### src/sv/ued_pkg.sv
// Shared types and constants of the ultrasonic echo distance averaging core.
package ued_pkg;

    // Default build parameters
    localparam int CHANNELS_DEF   = 4;
    localparam int WINDOW_LEN_DEF = 10;
    localparam int MAX_CH         = 4;

    // Field widths
    localparam int WRAPS_W = 6;
    localparam int TICKS_W = 16;
    localparam int DIST_W  = 16;
    localparam int ECHO_W  = WRAPS_W + TICKS_W;

    // Stream bus layout
    localparam int S_TDATA_W = 96;
    localparam int M_TDATA_W = MAX_CH * DIST_W;
    localparam int VALID_LSB = 0;
    localparam int WRAPS_LSB = VALID_LSB + MAX_CH;
    localparam int TICKS_LSB = WRAPS_LSB + MAX_CH * WRAPS_W;

    // Echo time to millimetres: floor(t * 17 / 100), saturated at 16 bits.
    // Times at or above this value give 65535 mm or more.
    localparam logic [ECHO_W-1:0] ECHO_SAT_TIME = 22'd385506;
    // Width of t * 17 below saturation
    localparam int PROD_W = 23;
    // floor(x / 100) = (x * MM_RECIP) >> MM_SHIFT for every x below 2^23
    localparam int MM_SHIFT   = 30;
    localparam int MM_RECIP_W = 24;
    localparam logic [MM_RECIP_W-1:0] MM_RECIP = 24'd10737419;

    // Pipeline advance strobes handed from the top level to the datapath
    typedef struct packed {
        logic load;     // input transfer into the capture stage
        logic s1_move;  // capture stage into the window stage
        logic s2_move;  // window stage into the output register
    } ued_ctrl_t;

endpackage

### src/sv/ued_echo.sv
// Echo capture stages: echo time to saturated millimetres, two register stages.
module ued_echo #(
    parameter int CHANNELS = ued_pkg::CHANNELS_DEF
) (
    input  logic                                         aclk,
    input  ued_pkg::ued_ctrl_t                           ctrl,
    input  logic [CHANNELS-1:0]                          in_valid,
    input  logic [CHANNELS-1:0][ued_pkg::WRAPS_W-1:0]    in_wraps,
    input  logic [CHANNELS-1:0][ued_pkg::TICKS_W-1:0]    in_ticks,
    output logic [CHANNELS-1:0]                          mm_fresh,
    output logic [CHANNELS-1:0][ued_pkg::DIST_W-1:0]     mm_dist
);

    localparam int FULL_W = ued_pkg::PROD_W + ued_pkg::MM_RECIP_W;

    logic [CHANNELS-1:0]                         a_fresh_reg;
    logic [CHANNELS-1:0]                         a_sat_reg;
    logic [CHANNELS-1:0][ued_pkg::PROD_W-1:0]    a_prod_reg;
    logic [CHANNELS-1:0]                         a_sat_next;
    logic [CHANNELS-1:0][ued_pkg::PROD_W-1:0]    a_prod_next;
    logic [CHANNELS-1:0]                         b_fresh_reg;
    logic [CHANNELS-1:0][ued_pkg::DIST_W-1:0]    b_dist_reg;
    logic [CHANNELS-1:0][ued_pkg::DIST_W-1:0]    b_dist_next;

    for (genvar ch = 0; ch < CHANNELS; ch++) begin : g_lane
        logic [ued_pkg::ECHO_W-1:0] echo_time;
        logic [ued_pkg::ECHO_W+4:0] scaled;
        logic [FULL_W-1:0]          quot_full;

        // Scale echo time by 17 with a shift and add
        always_comb begin
            echo_time         = {in_wraps[ch], in_ticks[ch]};
            scaled            = {1'b0, echo_time, 4'b0000} + {5'b00000, echo_time};
            a_sat_next[ch]    = (echo_time >= ued_pkg::ECHO_SAT_TIME);
            a_prod_next[ch]   = scaled[ued_pkg::PROD_W-1:0];
        end

        // Divide by 100 through the reciprocal, saturate long echoes
        always_comb begin
            quot_full = FULL_W'(a_prod_reg[ch]) * FULL_W'(ued_pkg::MM_RECIP);
            if (a_sat_reg[ch]) begin
                b_dist_next[ch] = '1;
            end else begin
                b_dist_next[ch] = quot_full[ued_pkg::MM_SHIFT +: ued_pkg::DIST_W];
            end
        end
    end

    // Capture stage: load on an input transfer
    always_ff @(posedge aclk) begin
        if (ctrl.load) begin
            a_fresh_reg <= in_valid;
            a_sat_reg   <= a_sat_next;
            a_prod_reg  <= a_prod_next;
        end
    end

    // Conversion stage: advance with the pipeline
    always_ff @(posedge aclk) begin
        if (ctrl.s1_move) begin
            b_fresh_reg <= a_fresh_reg;
            b_dist_reg  <= b_dist_next;
        end
    end

    assign mm_fresh = b_fresh_reg;
    assign mm_dist  = b_dist_reg;

endmodule

### config.mk
export PLATFORM = sky130hd
export DESIGN_NAME = ued_echo
export DESIGN_NICKNAME = d
export VERILOG_FILES = /design/src/sv/ued_pkg.sv /design/src/sv/ued_echo.sv
export SDC_FILE = /design/constraint.sdc
export NUM_CORES = 2
export LEC_CHECK = 0
export CAP_MARGIN = 0
export CORE_ASPECT_RATIO = 0.9
export CORE_MARGIN = 2
export CORE_UTILIZATION = 62
export CTS_BUF_LIST = sky130_fd_sc_hd__clkbuf_16
export DETAILED_ROUTE_END_ITERATION = 7
export DONT_BUFFER_PORTS = 1
export PLACE_DENSITY = 0.78
export SETUP_SLACK_MARGIN = 0.5
export SLEW_MARGIN = 0
export SYNTH_ARGS = -nofsm -noshare
export SYNTH_HDL_FRONTEND = slang
export SYNTH_SLANG_ARGS = --single-unit
### constraint.sdc
create_clock -name aclk -period 8.3 [get_ports aclk]
set_input_delay 0.83 -clock aclk [delete_from_list [all_inputs] [get_ports aclk]]
set_output_delay 0.83 -clock aclk [all_outputs]
set_load 0.005 [all_outputs]
==> impl_results.md <==
- DR vias: 28.1k
- Placer Congestion: 1.00
- First-pass GRT wire length: 160 mm
- Reg clk slew, reported paths: 0.08 ns
- Largest net degree at the start of global routing: 101
- CP max stage delay: 0.59 ns
- Tcrit/Tclk final: 89.9%
- Hold Vio Cnt, Final: 0
- Drt wl/cell: 19.1 µm
- Sequential area share after synthesis: 11.4%
- Avg Vias per Cell: 5.47
- Slew Limit Fails: 0
- IO buf count: 0
- Layout cells sized above 1: 1.50%
- Outcome: finished clean
- Post-synth ARST share: 0%
- DP Wirelength: 87.8 mm
- Worst path cell trace: inv_1 > fa_1 > fa_1 > fa_1 > inv_1 > fa_1 > fa_1 > fa_1 > inv_1 > fa_1 > inv_1 > ha_1 > a21o_1 > a221o_1 > a311o_1 > a211o_1 > a211oi_4 > nor3b_2 > or2_1 > a21oi_1 > xor2_1 > nand2b_1
- Syn Area/Cell: 10.6 µm²
- Arr. time, crit path: 7.70 ns
- Max-slew headroom: 51.8%
- Post-Synth Simple-Gate Area: 4.56%
- Synth Flop Type: edfxtp_1
- Crit end category: flip-flop
- CTS Buf Count: 17
- CP most frequent cell: fa_1
- Core area: 70200 µm²
- Mapped cell area: 44100 µm²
- First-pass DRT Iterations: 5
- Root Buffer: clkbuf_16
- Yosys Warn Count: 0
- DR iter-0 viols: 1765
- Nets: 6096
- Die Height: 257 µm
- Combinational family with the most area after synthesis: adder cells
- Most common library cell in the layout ignoring fill and taps: inv_1
- Worst-path fanout max: 7
- Initial antenna violation count: 2
- WS Path Type: reg -> reg
- Clk Latency, worst-skew pair: 0.51 ns
- Largest register FFs: 92
- Worst EP required: 8.54 ns
- Post-synthesis compound-gate area fraction: 5.73%
- Area Growth Syn to Fin: 4.27%
- Ports: 164
- Routed Antenna Nets: 0
- Initial Util: 62.8%
- Cells after Synth: 4166
- DRC: 0
- Sink Count: 168
- Critical path launch point type: flip-flop
- Clock tree from TritonCTS: built
- Count of different cell masters after synthesis: 68
- Area share of fa/ha/maj cells after synthesis: 64.7%
- # rows: 92
- Setup tns final: 0 ns
- Synthesis-stage register bit count: 168
- Syn_nets: 6074
- WL final: 98.2 mm
- EDFF count, synth: 168
- Total GRT Usage: 28.3%
- Hold Path Class: in -> reg
- Max Clock Freq: 0.134 GHz
- Clock Tree Buf Depth: 2
- # diodes: 0
- Post-Synth XOR/XNOR Area: 2.72%
- Worst-margin pin slew: 0.723 ns
- Die area: 73300 µm²
- Min cycle time layout: 7.46 ns
- MaxCap Viol Count: 0
- Vias in the first global route: 30.5k
- Final Setup Violations: 0
- Most frequent cells in the layout: inv_1, ha_1, fa_1
- Mux cell area share after synthesis: 0.113%
- Clk_skew: 0.0196 ns
- Critical path's slowest cell: edfxtp_1
- Die W: 285 µm
- Grt ovf: 0
- RSZ-0062 raised after global routing: false
- H-tree depth: 4
- Layout filler cell count: 5448
## cells by family after synthesis
| group | Yosys count |
|---|---|
| flops | 168 |
| fa+ha+maj | 1812 |
| mux | 5 |
| simple gates | 395 |
| compound gates | 388 |
| buf+inv | 1261 |
| xor+xnor | 137 |
## final cells by class
type	instances	area, µm²	area share [%]
clock buffers	17	425	0.925
repair buffers	8	60.1	0.131
multi-input cells	2737	34400	74.7
well taps	940	1180	2.56
inverters	1256	4710	10.3
clock inverters	15	204	0.444
flip-flops and latches	168	5040	11.0
## critical path, delay by kind of cell (launching register included)
family	cells	cell delay [ns]
DFF	1	0.59
xor gates and xnor gates	1	0.20
and+or+nand+nor	3	0.45
adders and majority gates	8	3.84
buffers and inverters	4	0.31
AOI/OAI and AO/OA	6	1.84
## layer usage
layer | global-route usage (%) | vias to the layer above | share of wire [%]
li1 | - | 13240 | -
met1 | 39.9 | 13936 | 45
met2 | 44.5 | 820 | 45
met3 | 6.73 | 132 | 8.0
met4 | 6.72 | 2 | 2.0
met5 | 0 | - | 0.010
## Yosys cell counts (all sizes together) (3+ instances only)
master | instances | area, µm²
a2111oi | 5 | 43.8
a211o | 10 | 87.6
a211oi | 19 | 148
a21boi | 6 | 45.0
a21o | 45 | 340
a21oi | 111 | 567
a221oi | 3 | 26.3
a311oi | 7 | 67.6
a31oi | 15 | 93.8
a41oi | 3 | 26.3
and2 | 9 | 56.3
and3 | 15 | 95.1
and4 | 5 | 43.8
clkbuf | 5 | 18.8
edfxtp | 168 | 5040
fa | 780 | 15600
ha | 1032 | 12900
inv | 1256 | 4710
mux2i | 5 | 50.1
nand2 | 73 | 274
nand2b | 48 | 300
nand3 | 32 | 160
nand4 | 19 | 119
nand4b | 4 | 35.0
nor2 | 96 | 360
nor2b | 23 | 144
nor3 | 28 | 140
nor3b | 4 | 30.0
nor4 | 5 | 31.3
o2111ai | 3 | 26.3
o211ai | 7 | 52.6
o21a | 11 | 82.6
o21ai | 81 | 405
o21bai | 23 | 173
o31ai | 10 | 80.1
o41ai | 8 | 70.1
or2 | 13 | 81.3
or3 | 17 | 106
xnor2 | 104 | 911
xor2 | 33 | 289
## final timing paths
| check | startpoint | end | slack [ns] | cells after the start |
|---|---|---|---|---|
| min reg2reg | a_fresh_reg[3]$_DFFE_PP_ | mm_fresh[3]$_DFFE_PP_ | 0.42 | 0 |
| min | in_ticks[0] | a_prod_reg[0]$_DFFE_PP_ | 0.42 | 0 |
| max | a_prod_reg[28]$_DFFE_PP_ | mm_dist[24]$_SDFFCE_PP1P_ | 0.84 | 22 |
| max reg2reg | a_prod_reg[28]$_DFFE_PP_ | mm_dist[24]$_SDFFCE_PP1P_ | 0.84 | 22 |
## stage by stage
| step | setup WS [ns] | cell area (µm²) | utilization [%] | instances | hold slack, ns |
|---|---|---|---|---|---|
| global placement | 0.802 | 45300 | 64.5 | 5105 | 0.402 |
| finish | 0.842 | 46000 | 65.5 | 5141 | 0.421 |
| CTS | 0.669 | 45900 | 65.4 | 5137 | 0.383 |
| detailed placement | 0.682 | 45300 | 64.5 | 5105 | 0.405 |
| global route | 0.480 | 46000 | 65.5 | 5141 | 0.396 |
| floorplan | 1.56 | 44100 | - | 4166 | 0.400 |
## repair_timing
item,CTS,global route
endpoints found under the setup margin,0,8
hold buffers,0,0
gates resized for setup,0,5
setup buffers,0,4
Power is left out: the tool's default activity adds up to more than one toggle a clock period on the data nets, which glitch-free logic cannot reach.
